## config.mk

```make
export PLATFORM = sky130hd
export DESIGN_NAME = stack_queue_engine
export DESIGN_NICKNAME = d
export VERILOG_FILES = /design/src/sv/sqe_pkg.sv /design/src/sv/sqe_ram.sv /design/src/sv/stack_queue_engine.sv
export SDC_FILE = /design/constraint.sdc
export NUM_CORES = 1
export LEC_CHECK = 0
export BUFFER_PORTS_ARGS = -buffer_cell sky130_fd_sc_hd__buf_2
export CORE_MARGIN = 4
export CORE_UTILIZATION = 63
export CTS_CLUSTER_DIAMETER = 30
export DETAILED_ROUTE_END_ITERATION = 10
export PLACE_DENSITY = 0.78
export SETUP_SLACK_MARGIN = 0.5
export SYNTH_ARGS = -nofsm -noshare
export SYNTH_HDL_FRONTEND = slang
export SYNTH_SLANG_ARGS = --single-unit
```

## constraint.sdc

```tcl
create_clock -name clk -period 8.75 [get_ports clk]
set_clock_uncertainty 0.05 [all_clocks]
set_input_delay 2.1875 -clock clk [delete_from_list [all_inputs] [get_ports clk]]
set_output_delay 2.1875 -clock clk [all_outputs]
set_load 0.03 [all_outputs]
```

## src/sv/sqe_pkg.sv

```systemverilog
// Shared types and codes for the stack/queue engine.
// Holds the transaction payload structs, operation and status codes and the
// controller state type. Depends on nothing.
package sqe_pkg;

    // Operation codes carried in the input mode field
    localparam logic [2:0] MODE_PUSH = 3'd0;
    localparam logic [2:0] MODE_SWAP = 3'd1;
    localparam logic [2:0] MODE_DUMP = 3'd2;
    localparam logic [2:0] MODE_POP  = 3'd3;
    localparam logic [2:0] MODE_PEEK = 3'd4;

    // Status codes reported with each result
    localparam logic [2:0] ST_OK         = 3'd0;
    localparam logic [2:0] ST_BAD_ARG    = 3'd1;
    localparam logic [2:0] ST_SWAP_SHORT = 3'd2;
    localparam logic [2:0] ST_POP_EMPTY  = 3'd3;
    localparam logic [2:0] ST_PEEK_EMPTY = 3'd4;
    localparam logic [2:0] ST_FULL       = 3'd5;

    typedef struct packed {
        logic [2:0]         mode;
        logic signed [31:0] push_value;
        logic               arg_ok;
    } in_t;

    typedef struct packed {
        logic signed [31:0] data;
        logic               has_data;
        logic [2:0]         status;
        logic               last;
    } out_t;

    typedef enum logic [2:0] {
        S_IDLE,
        S_EXEC,
        S_PEEK,
        S_SWAP_B,
        S_SWAP_WA,
        S_SWAP_WB,
        S_DUMP
    } state_t;

endpackage

```

## src/sv/sqe_ram.sv

```systemverilog
// Generic single-port-write, single-port-read RAM with registered read.
// Used for the value store of the stack/queue engine. No dependencies.
// A read of the address being written in the same cycle returns the old word.
module sqe_ram #(
    parameter int WIDTH = 32,
    parameter int DEPTH = 32
) (
    input  logic                     clk,
    input  logic                     we,
    input  logic [$clog2(DEPTH)-1:0] waddr,
    input  logic [WIDTH-1:0]         wdata,
    input  logic                     re,
    input  logic [$clog2(DEPTH)-1:0] raddr,
    output logic [WIDTH-1:0]         rdata
);

    logic [WIDTH-1:0] mem [DEPTH];
    logic [WIDTH-1:0] rdata_reg;

    // Write port
    always_ff @(posedge clk)
    begin
        if (we)
        begin
            mem[waddr] <= wdata;
        end
    end

    // Registered read port; hold the last word while no read is issued
    always_ff @(posedge clk)
    begin
        if (re)
        begin
            rdata_reg <= mem[raddr];
        end
    end

    assign rdata = rdata_reg;

endmodule

```

## src/sv/stack_queue_engine.sv

```systemverilog
// Top level of the bounded stack/queue engine: controller and value store.
// Depends on sqe_pkg and sqe_ram.
//
//   channel   signals                          direction  transaction
//   in        in_valid, in_ready, in_data      input      one operation (in_t)
//   out       out_valid, out_ready, out_data   output     one result (out_t)
//   cfg       cfg_wr_en, cfg_wr_data           input      queue_mode write
//
// One operation is taken at a time; in_ready is high only while the controller
// is idle. A dump of N stored entries returns one result per entry, one entry
// per cycle while the output is not stalled, read through the RAM's single
// read port. Reset clears the top index, entry count, queue_mode and the
// output valid flag; RAM contents are left as they are. A stalled output
// holds the controller in its emitting state until the result is taken.
module stack_queue_engine #(
    parameter int DEPTH = 32
) (
    input  logic          clk,
    input  logic          rst_n,
    input  logic          in_valid,
    output logic          in_ready,
    input  sqe_pkg::in_t  in_data,
    output logic          out_valid,
    input  logic          out_ready,
    output sqe_pkg::out_t out_data,
    input  logic          cfg_wr_en,
    input  logic          cfg_wr_data
);

    import sqe_pkg::*;

    localparam int AW = $clog2(DEPTH);
    localparam int CW = $clog2(DEPTH + 1);
    localparam int SW = CW + 1;

    state_t          state_reg, state_next;
    in_t             op_reg, op_next;
    logic [AW-1:0]   top_reg, top_next;
    logic [CW-1:0]   count_reg, count_next;
    logic [CW-1:0]   k_reg, k_next;
    logic [31:0]     tmp_reg, tmp_next;
    logic            qmode_reg;
    logic            out_valid_reg, out_valid_next;
    out_t            out_reg, out_next;

    logic            ram_we;
    logic [AW-1:0]   ram_waddr;
    logic [31:0]     ram_wdata;
    logic            ram_re;
    logic [AW-1:0]   ram_raddr;
    logic [31:0]     ram_rdata;

    logic            accept;
    logic            out_free;
    logic            full;
    logic            dump_last;

    // Position of the k-th entry below the top, wrapped round the buffer
    function automatic logic [AW-1:0] slot_of(input logic [AW-1:0] top,
                                              input logic [CW-1:0] k);
        logic [SW-1:0] sum;
        sum = SW'(top) + SW'(k);
        if (sum >= SW'(DEPTH))
        begin
            sum = sum - SW'(DEPTH);
        end
        return sum[AW-1:0];
    endfunction

    assign accept    = in_valid && in_ready;
    assign out_free  = !out_valid_reg || out_ready;
    assign full      = (count_reg == CW'(DEPTH));
    assign dump_last = (k_reg == count_reg - 1'b1);

    assign in_ready  = (state_reg == S_IDLE);
    assign out_valid = out_valid_reg;
    assign out_data  = out_reg;

    // Next state
    always_comb
    begin
        state_next = state_reg;
        unique case (state_reg)
            S_IDLE:
            begin
                if (accept)
                begin
                    state_next = S_EXEC;
                end
            end
            S_EXEC:
            begin
                unique case (op_reg.mode)
                    MODE_PUSH, MODE_POP:
                    begin
                        if (out_free)
                        begin
                            state_next = S_IDLE;
                        end
                    end
                    MODE_SWAP:
                    begin
                        if (count_reg >= CW'(2))
                        begin
                            state_next = S_SWAP_B;
                        end
                        else if (out_free)
                        begin
                            state_next = S_IDLE;
                        end
                    end
                    MODE_DUMP:
                    begin
                        if (count_reg != '0)
                        begin
                            state_next = S_DUMP;
                        end
                        else if (out_free)
                        begin
                            state_next = S_IDLE;
                        end
                    end
                    MODE_PEEK:
                    begin
                        if (count_reg != '0)
                        begin
                            state_next = S_PEEK;
                        end
                        else if (out_free)
                        begin
                            state_next = S_IDLE;
                        end
                    end
                    default:
                    begin
                        state_next = S_IDLE;
                    end
                endcase
            end
            S_PEEK, S_SWAP_WB:
            begin
                if (out_free)
                begin
                    state_next = S_IDLE;
                end
            end
            S_SWAP_B:
            begin
                state_next = S_SWAP_WA;
            end
            S_SWAP_WA:
            begin
                state_next = S_SWAP_WB;
            end
            S_DUMP:
            begin
                if (out_free && dump_last)
                begin
                    state_next = S_IDLE;
                end
            end
            default:
            begin
                state_next = S_IDLE;
            end
        endcase
    end

    // Datapath, RAM access and result generation
    always_comb
    begin
        op_next        = accept ? in_data : op_reg;
        top_next       = top_reg;
        count_next     = count_reg;
        k_next         = k_reg;
        tmp_next       = tmp_reg;
        out_valid_next = out_valid_reg && !out_ready;
        out_next       = out_reg;
        ram_we         = 1'b0;
        ram_waddr      = slot_of(top_reg, '0);
        ram_wdata      = op_reg.push_value;
        ram_re         = 1'b0;
        ram_raddr      = slot_of(top_reg, '0);

        unique case (state_reg)
            S_EXEC:
            begin
                unique case (op_reg.mode)
                    MODE_PUSH:
                    begin
                        if (out_free)
                        begin
                            out_valid_next    = 1'b1;
                            out_next.data     = '0;
                            out_next.has_data = 1'b0;
                            out_next.last     = 1'b1;
                            if (!op_reg.arg_ok)
                            begin
                                out_next.status = ST_BAD_ARG;
                            end
                            else if (full)
                            begin
                                out_next.status = ST_FULL;
                            end
                            else
                            begin
                                out_next.status = ST_OK;
                                ram_we          = 1'b1;
                                count_next      = count_reg + 1'b1;
                                if (qmode_reg)
                                begin
                                    ram_waddr = slot_of(top_reg, count_reg);
                                end
                                else
                                begin
                                    top_next  = (top_reg == '0) ? AW'(DEPTH - 1)
                                                                : top_reg - 1'b1;
                                    ram_waddr = top_next;
                                end
                            end
                        end
                    end
                    MODE_POP:
                    begin
                        if (out_free)
                        begin
                            out_valid_next    = 1'b1;
                            out_next.data     = '0;
                            out_next.has_data = 1'b0;
                            out_next.last     = 1'b1;
                            if (count_reg == '0)
                            begin
                                out_next.status = ST_POP_EMPTY;
                            end
                            else
                            begin
                                out_next.status = ST_OK;
                                top_next        = slot_of(top_reg, CW'(1));
                                count_next      = count_reg - 1'b1;
                            end
                        end
                    end
                    MODE_SWAP:
                    begin
                        if (count_reg >= CW'(2))
                        begin
                            ram_re = 1'b1;
                        end
                        else if (out_free)
                        begin
                            out_valid_next    = 1'b1;
                            out_next.data     = '0;
                            out_next.has_data = 1'b0;
                            out_next.status   = ST_SWAP_SHORT;
                            out_next.last     = 1'b1;
                        end
                    end
                    MODE_DUMP:
                    begin
                        if (count_reg != '0)
                        begin
                            ram_re = 1'b1;
                            k_next = '0;
                        end
                        else if (out_free)
                        begin
                            out_valid_next    = 1'b1;
                            out_next.data     = '0;
                            out_next.has_data = 1'b0;
                            out_next.status   = ST_OK;
                            out_next.last     = 1'b1;
                        end
                    end
                    MODE_PEEK:
                    begin
                        if (count_reg != '0)
                        begin
                            ram_re = 1'b1;
                        end
                        else if (out_free)
                        begin
                            out_valid_next    = 1'b1;
                            out_next.data     = '0;
                            out_next.has_data = 1'b0;
                            out_next.status   = ST_PEEK_EMPTY;
                            out_next.last     = 1'b1;
                        end
                    end
                    default:
                    begin
                        // Undefined operation: drop it
                    end
                endcase
            end
            S_PEEK:
            begin
                if (out_free)
                begin
                    out_valid_next    = 1'b1;
                    out_next.data     = ram_rdata;
                    out_next.has_data = 1'b1;
                    out_next.status   = ST_OK;
                    out_next.last     = 1'b1;
                end
            end
            S_SWAP_B:
            begin
                // Hold the top word, fetch the one below it
                tmp_next  = ram_rdata;
                ram_re    = 1'b1;
                ram_raddr = slot_of(top_reg, CW'(1));
            end
            S_SWAP_WA:
            begin
                ram_we    = 1'b1;
                ram_waddr = slot_of(top_reg, '0);
                ram_wdata = ram_rdata;
            end
            S_SWAP_WB:
            begin
                ram_we    = 1'b1;
                ram_waddr = slot_of(top_reg, CW'(1));
                ram_wdata = tmp_reg;
                if (out_free)
                begin
                    out_valid_next    = 1'b1;
                    out_next.data     = '0;
                    out_next.has_data = 1'b0;
                    out_next.status   = ST_OK;
                    out_next.last     = 1'b1;
                end
            end
            S_DUMP:
            begin
                // Emit one entry and fetch the next in the same cycle
                if (out_free)
                begin
                    out_valid_next    = 1'b1;
                    out_next.data     = ram_rdata;
                    out_next.has_data = 1'b1;
                    out_next.status   = ST_OK;
                    out_next.last     = dump_last;
                    if (!dump_last)
                    begin
                        k_next    = k_reg + 1'b1;
                        ram_re    = 1'b1;
                        ram_raddr = slot_of(top_reg, k_next);
                    end
                end
            end
            default:
            begin
            end
        endcase
    end

    // Control registers
    always_ff @(posedge clk or negedge rst_n)
    begin
        if (!rst_n)
        begin
            state_reg     <= S_IDLE;
            top_reg       <= '0;
            count_reg     <= '0;
            k_reg         <= '0;
            qmode_reg     <= 1'b0;
            out_valid_reg <= 1'b0;
        end
        else
        begin
            state_reg     <= state_next;
            top_reg       <= top_next;
            count_reg     <= count_next;
            k_reg         <= k_next;
            out_valid_reg <= out_valid_next;
            if (cfg_wr_en)
            begin
                qmode_reg <= cfg_wr_data;
            end
        end
    end

    // Payload registers
    always_ff @(posedge clk)
    begin
        op_reg  <= op_next;
        tmp_reg <= tmp_next;
        out_reg <= out_next;
    end

    sqe_ram #(
        .WIDTH (32),
        .DEPTH (DEPTH)
    ) u_store (
        .clk   (clk),
        .we    (ram_we),
        .waddr (ram_waddr),
        .wdata (ram_wdata),
        .re    (ram_re),
        .raddr (ram_raddr),
        .rdata (ram_rdata)
    );

endmodule

```

# --- Word level (Yosys, flattened, before mapping) ---
# Memories as Yosys holds them, arrays and structs flattened. A register that Yosys moved wholly into a read port is not among the register bits.
# Index checks and enable logic that the tools add are counted.
op_classes:
  n_eq_ne: 33
  n_mux: 74
  magnitude_cmp: 5
  reduce_logical: 24
  addsub: 11
op_table:
  columns: ["operator", "count"]
  rows:
  - ["$mux W37", 10]
  - ["$pmux W37 S5", 1]
  - ["$pmux W37 S4", 1]
  - ["$mux W5", 18]
  - ["$pmux W32 S2", 1]
  - ["$mux W6", 9]
  - ["$pmux W5 S2", 3]
  - ["$sub A5 B1 Y5 const B", 5]
  - ["$mux W3", 8]
  - ["$pmux W6 S2", 2]
  - ["$ne A2 B2 Y1 const B", 11]
  - ["$ne A3 B3 Y1 const B", 7]
  - ["$pmux W3 S6", 1]
  - ["$add A5 B6 Y7", 2]
  - ["$ge A7 B6 Y1 const B", 2]
  - ["$mux W1", 13]
  - ["$add A6 B1 Y6 const B", 2]
  - ["$eq A3 B2 Y1 const B", 4]
  - ["$eq A3 B3 Y1 const B", 4]
  - ["$pmux W3 S4", 1]
  - ["$reduce_and A11 Y1", 1]
  - ["$reduce_and A8 Y1", 1]
  - ["$reduce_or A2 Y1", 4]
  - ["$reduce_and A7 Y1", 1]
  - ["25 further kinds", 35]
word_totals:
  wordCells: 162
  ff_bits: 127
  mem_count: 1
  out_inout_bits: 39
  mem_bits_rw: 1024
mem_list:
  columns: ["memory", "words", "width", "rd", "rd_clocked_by_memory_dff", "write_ports", "line_no", "text"]
  rows:
  - ["u_store.mem", 32, 32, 1, 1, 1, "sqe_ram.sv:17", "logic [WIDTH-1:0] mem [DEPTH];"]

# --- Logic depth before layout (Yosys ltp) ---
depth:
  depth_word: 9
  ltp_mapped: 15

# --- Hierarchy ---
# From an unflattened synthesis, not the netlist that was laid out.
hier_totals:
  hier_cells: 2838
  hier_area_um2: 47439.2
by_module_without_submodules:
  columns: ["mod", "n_inst", "cells_per_inst", "seq_area_each_um2", "area_per_inst_um2"]
  rows:
  - ["sqe_ram", 1, 2260, 31710.4, 40812.9]
  - ["stack_queue_engine", 1, 578, 3703.6, 6626.4]

# --- Least setup slack after synthesis ---
# Ideal clock, no wire load.
synth_timing:
  kind: "input to register"
  start: "input out_ready"
  end: "memory u_store.mem[17][0], enable pin"
  arrival_time_ps: 6911
  setup_ps: 502
  path_stages: 9
  slack_ps: 1287
  t_required_ps: 8198
  n_path_buf: 2
  cell_sequence: "nand2b_1 clkbuf_1 nand2_1 nor2_1 nand2_1 o22a_1 o221a_2 buf_1 nor4_1"
synth_between:
  elab_chain_len: 6
  word_cells_on_any_way: 9
  classes_between: "mux: 8; reduce/logical: 1"
synth_rtl:
  columns: ["item", "line_no", "text"]
  rows:
  - ["start, declared", "stack_queue_engine.sv:24", "input logic out_ready,"]
  - ["$logic_or A1 B1 Y1 (*)", "stack_queue_engine.sv:71", "assign out_free = !out_valid_reg || out_ready;"]
  - ["$mux W1", "stack_queue_engine.sv:191", "if (out_free)"]
  - ["$mux W1", "stack_queue_engine.sv:188", "unique case (op_reg.mode)"]
  - ["$pmux W1 S2", "stack_queue_engine.sv:185", "unique case (state_reg)"]
  - ["$mux W1", "sqe_ram.sv:23", "if (we)"]
  - ["$mux W1 (not written as such)", "sqe_ram.sv:25", "mem[waddr] <= wdata;"]
  - ["end, declared", "sqe_ram.sv:17", null]
# Every way passes the cells marked *; elsewhere a longest branch is shown, timed or not.

# --- Worst setup path in the final report ---
layout_timing:
  start: "input out_ready"
  end: "memory u_store.mem[18][20], enable pin"
# Same word-level chain as after synthesis.

==> summary.md <==
| Metric | Value |
|---|---|
| Outcome | complete, but fails checks |
| Violated checks | max-capacitance violations |
| Worst Reg-to-Reg Cells | 12 |
| Synthesized Nets | 3145 |
| Final Cell Area | 0.05684 mm2 |
| VDD IR max | 0.0004093 V |
| CP required | 9.08 ns |
| Setup crit end kind | register |
| Fin. max-slew vios | 0 |
| Largest net degree at the start of global routing | 138 |
| Final hold vios | 0 |
| Largest register FFs | 1024 |
| Global router's overall resource usage | 33.02% |
| Clock-pin transition on the worst setup and hold timing paths | 0.06 ns |
| CP Launch Type | primary input |
| Placed instance area | 0.05042 mm2 |
| Num ports | 81 |
| Die area | 0.08157 mm2 |
| Synth async-reset ratio | 1.860% |
| Via density | 6.867 |
| Total Routed Length | 135.9 mm |
| Tcrit/Tclk final | 64.77% |
| WHS Endpoint | tmp_reg[30] |
| Mapped Cells | 3086 |
| Place WS | 2.526 ns |
| Hpwl dp | 73.25 mm |
| Number of max-cap violations | 1 |
| Post-synthesis cell type count | 72 |
| Count leader, synth | edfxtp_1 |
| Most frequent CP cell | nand2_1 |
| First-pass GRT wire length | 197.5 mm |
| DRT Pass-1 Iters | 8 |
| Synth cell count leaders | edfxtp_1, mux2i_1, nand2_1, nand4_1, clkbuf_1 |
| Synth Flop Type | edfxtp_1 |
| Inserted Diodes | 0 |
| RSZ-0062 raised after global routing | no |
| Hold Startpoint | u_store.rdata[30] |
| Die height | 285.6 um |
| Final WS setup | 3.082 ns |
| Yosys top cell area share | 71.81% |
| Crit path arrival time | 6.00 ns |
| Effective utilization at floorplan | 63.71% |
| Drc violations | 0 |
| CP Cell Sequence | buf_2 -> nand2b_1 -> nand2_1 -> nor2_1 -> nand2_1 -> a211oi_1 -> a21oi_1 -> o21ai_0 -> nand2_1 -> nor4_2 -> buf_4 |
| Largest stage delay on the critical path | 0.91 ns |
| GRT overflow | 0 |
| Number of port buffers | 80 |
| Fin crit period | 5.668 ns |
| R2R setup slack | 3.29 ns |
| Vias | 30.45k |
| Setup Crit Path Kind | primary input to register |
| Worst hold-check path type | register to register |
| DR WL/cell | 30.65 um |
| Final Util | 74.60% |
| FF+latch count, synth | 1183 |
| R2R Path Start | count_reg[0] |
| Row Count | 101 |
| Yosys top cell by area | edfxtp_1 |
| Core area | 0.07620 mm2 |
| Fmax | 176.4 MHz |
| Static Leak | 19.81 nW |
| Worst-Margin Slew | 1.479 ns |
| H-tree depth | 4 |
| Clk root buf | clkbuf_16 |
| Slowest CP cell | nor4_2 |
| CTS max path bufs | 3 |
| Yosys warning count | 0 |
| Vias in the first global route | 30.31k |
| Post-synth EDFFs | 1161 |
| RR Endpoint | u_store.rdata[4] |
| Area growth from synthesis to layout | 17.08% |
| CP max FO | 24 |
| Clk sink count | 1183 |
| Power Dens Cells | 400.6 mW/mm2 |
| Initial antenna violation count | 2 |
| Die X | 285.6 um |
| Synth area leaders | edfxtp_1, mux2i_1, nand2_1 |
| CTS tree | yes |
| Endpoints failing setup | 0 |
| CTS Hold Buffers Added | 0 |
| Mapped Avg Cell Area | 15.73 um2 |
| Hold Path Depth | 0 |
| Post-Synthesis Cell Area | 0.04855 mm2 |
| Share of cells above drive strength 1 | 17.77% |
| Post-synthesis sequential area ratio | 72.94% |
| Post-DRT Antenna Nets | 0 |
| Max_slew headroom | 1.380% |
| WHS | 0.4444 ns |
| Post-route setup TNS | 0 ns |
| Number of CTS-inserted buffers | 182 |
| Post-CTS setup repair buffer count | 0 |
| Fin nets | 3306 |
| Clock Latency Late Sink | 0.76 ns |
| RD Place Congestion | 0.8778 |
| Cts repair resizes | 0 |
| 1st-iter DRT viols | 4692 |
## cell usage in the layout (no fill, tap or decap), types with 33 or more instances in the layout
cell type,Yosys,routed
mux2i_1,502,502
edfxtp_1,1161,1161
a311oi_1,34,33
inv_1,48,48
a221oi_1,34,34
nand4_1,162,162
nand2_1,412,411
o22ai_1,64,63
buf_2,53,80
a22o_1,37,36
a211oi_1,67,67
clkbuf_16,0,183
buf_4,11,87
## power by group
| part | total (W) | switching, W | leakage (nW) | internal, W |
|---|---|---|---|---|
| sequential | 0.00785 | 0.000416 | 10.8 | 0.00743 |
| combinational | 0.00753 | 0.00527 | 5.98 | 0.00226 |
| clock | 0.00739 | 0.00280 | 3.07 | 0.00459 |
| total | 0.0228 | 0.00849 | 19.8 | 0.0143 |
## cell families after synthesis
logic type	Yosys count	synth area share, %
muxes	509	10.51
adders and majority gates	18	0.4897
buffers and inverters	249	2.734
DFF	1183	72.94
and+or+nand+nor	722	7.092
AOI/OAI and AO/OA	377	5.724
xor gates and xnor gates	28	0.5051
## worst max-delay path: cells and delay by family
kind,cells,cell delay [ns]
simple gates,6,2.36
buf+inv,2,0.77
compound gates,3,0.66
## worst max path at each step
stage / startpoint / to / slack [ns] / cells past startpoint
5_1_grt: out_ready / u_store.mem[18][20] / 2.90 / 11
6_report: out_ready / u_store.mem[18][20] / 3.08 / 11
3_5_place_dp: out_ready / u_store.rdata[4] / 2.53 / 11
2_1_floorplan: out_ready / u_store.mem[17][0] / 1.29 / 9
4_1_cts: out_ready / u_store.rdata[15] / 3.25 / 11
3_3_place_gp: out_ready / u_store.rdata[4] / 2.60 / 11
## metrics by stage
step                total power, W  std cells
finish                     0.02277       4434
global route               0.02339       4434
CTS                        0.02255       4433
detailed placement         0.01511       4092
global placement           0.01488       4092
floorplan                  0.01279       3086
## layer usage
layer	wire [um]	track usage (%)	share of wire (%)
met2	62870	51.45	46
met3	18960	9.052	14
met4	7297	16.22	5.4
met1	46790	43.44	34
met5	0	0	0
## layout make-up
| type | count | area [um2] |
|---|---|---|
| Multi-Input combinational cell | 1654 | 12310 |
| Clock buffer | 194 | 4631 |
| Timing Repair Buffer | 178 | 1269 |
| Tap cell | 1030 | 1289 |
| Inverter | 48 | 180.2 |
| Sequential cell | 1183 | 35420 |
| Fill cell | 4192 | 19360 |
| Clock inverter | 147 | 1747 |
Note: power is estimated with default switching activity, not from simulation.
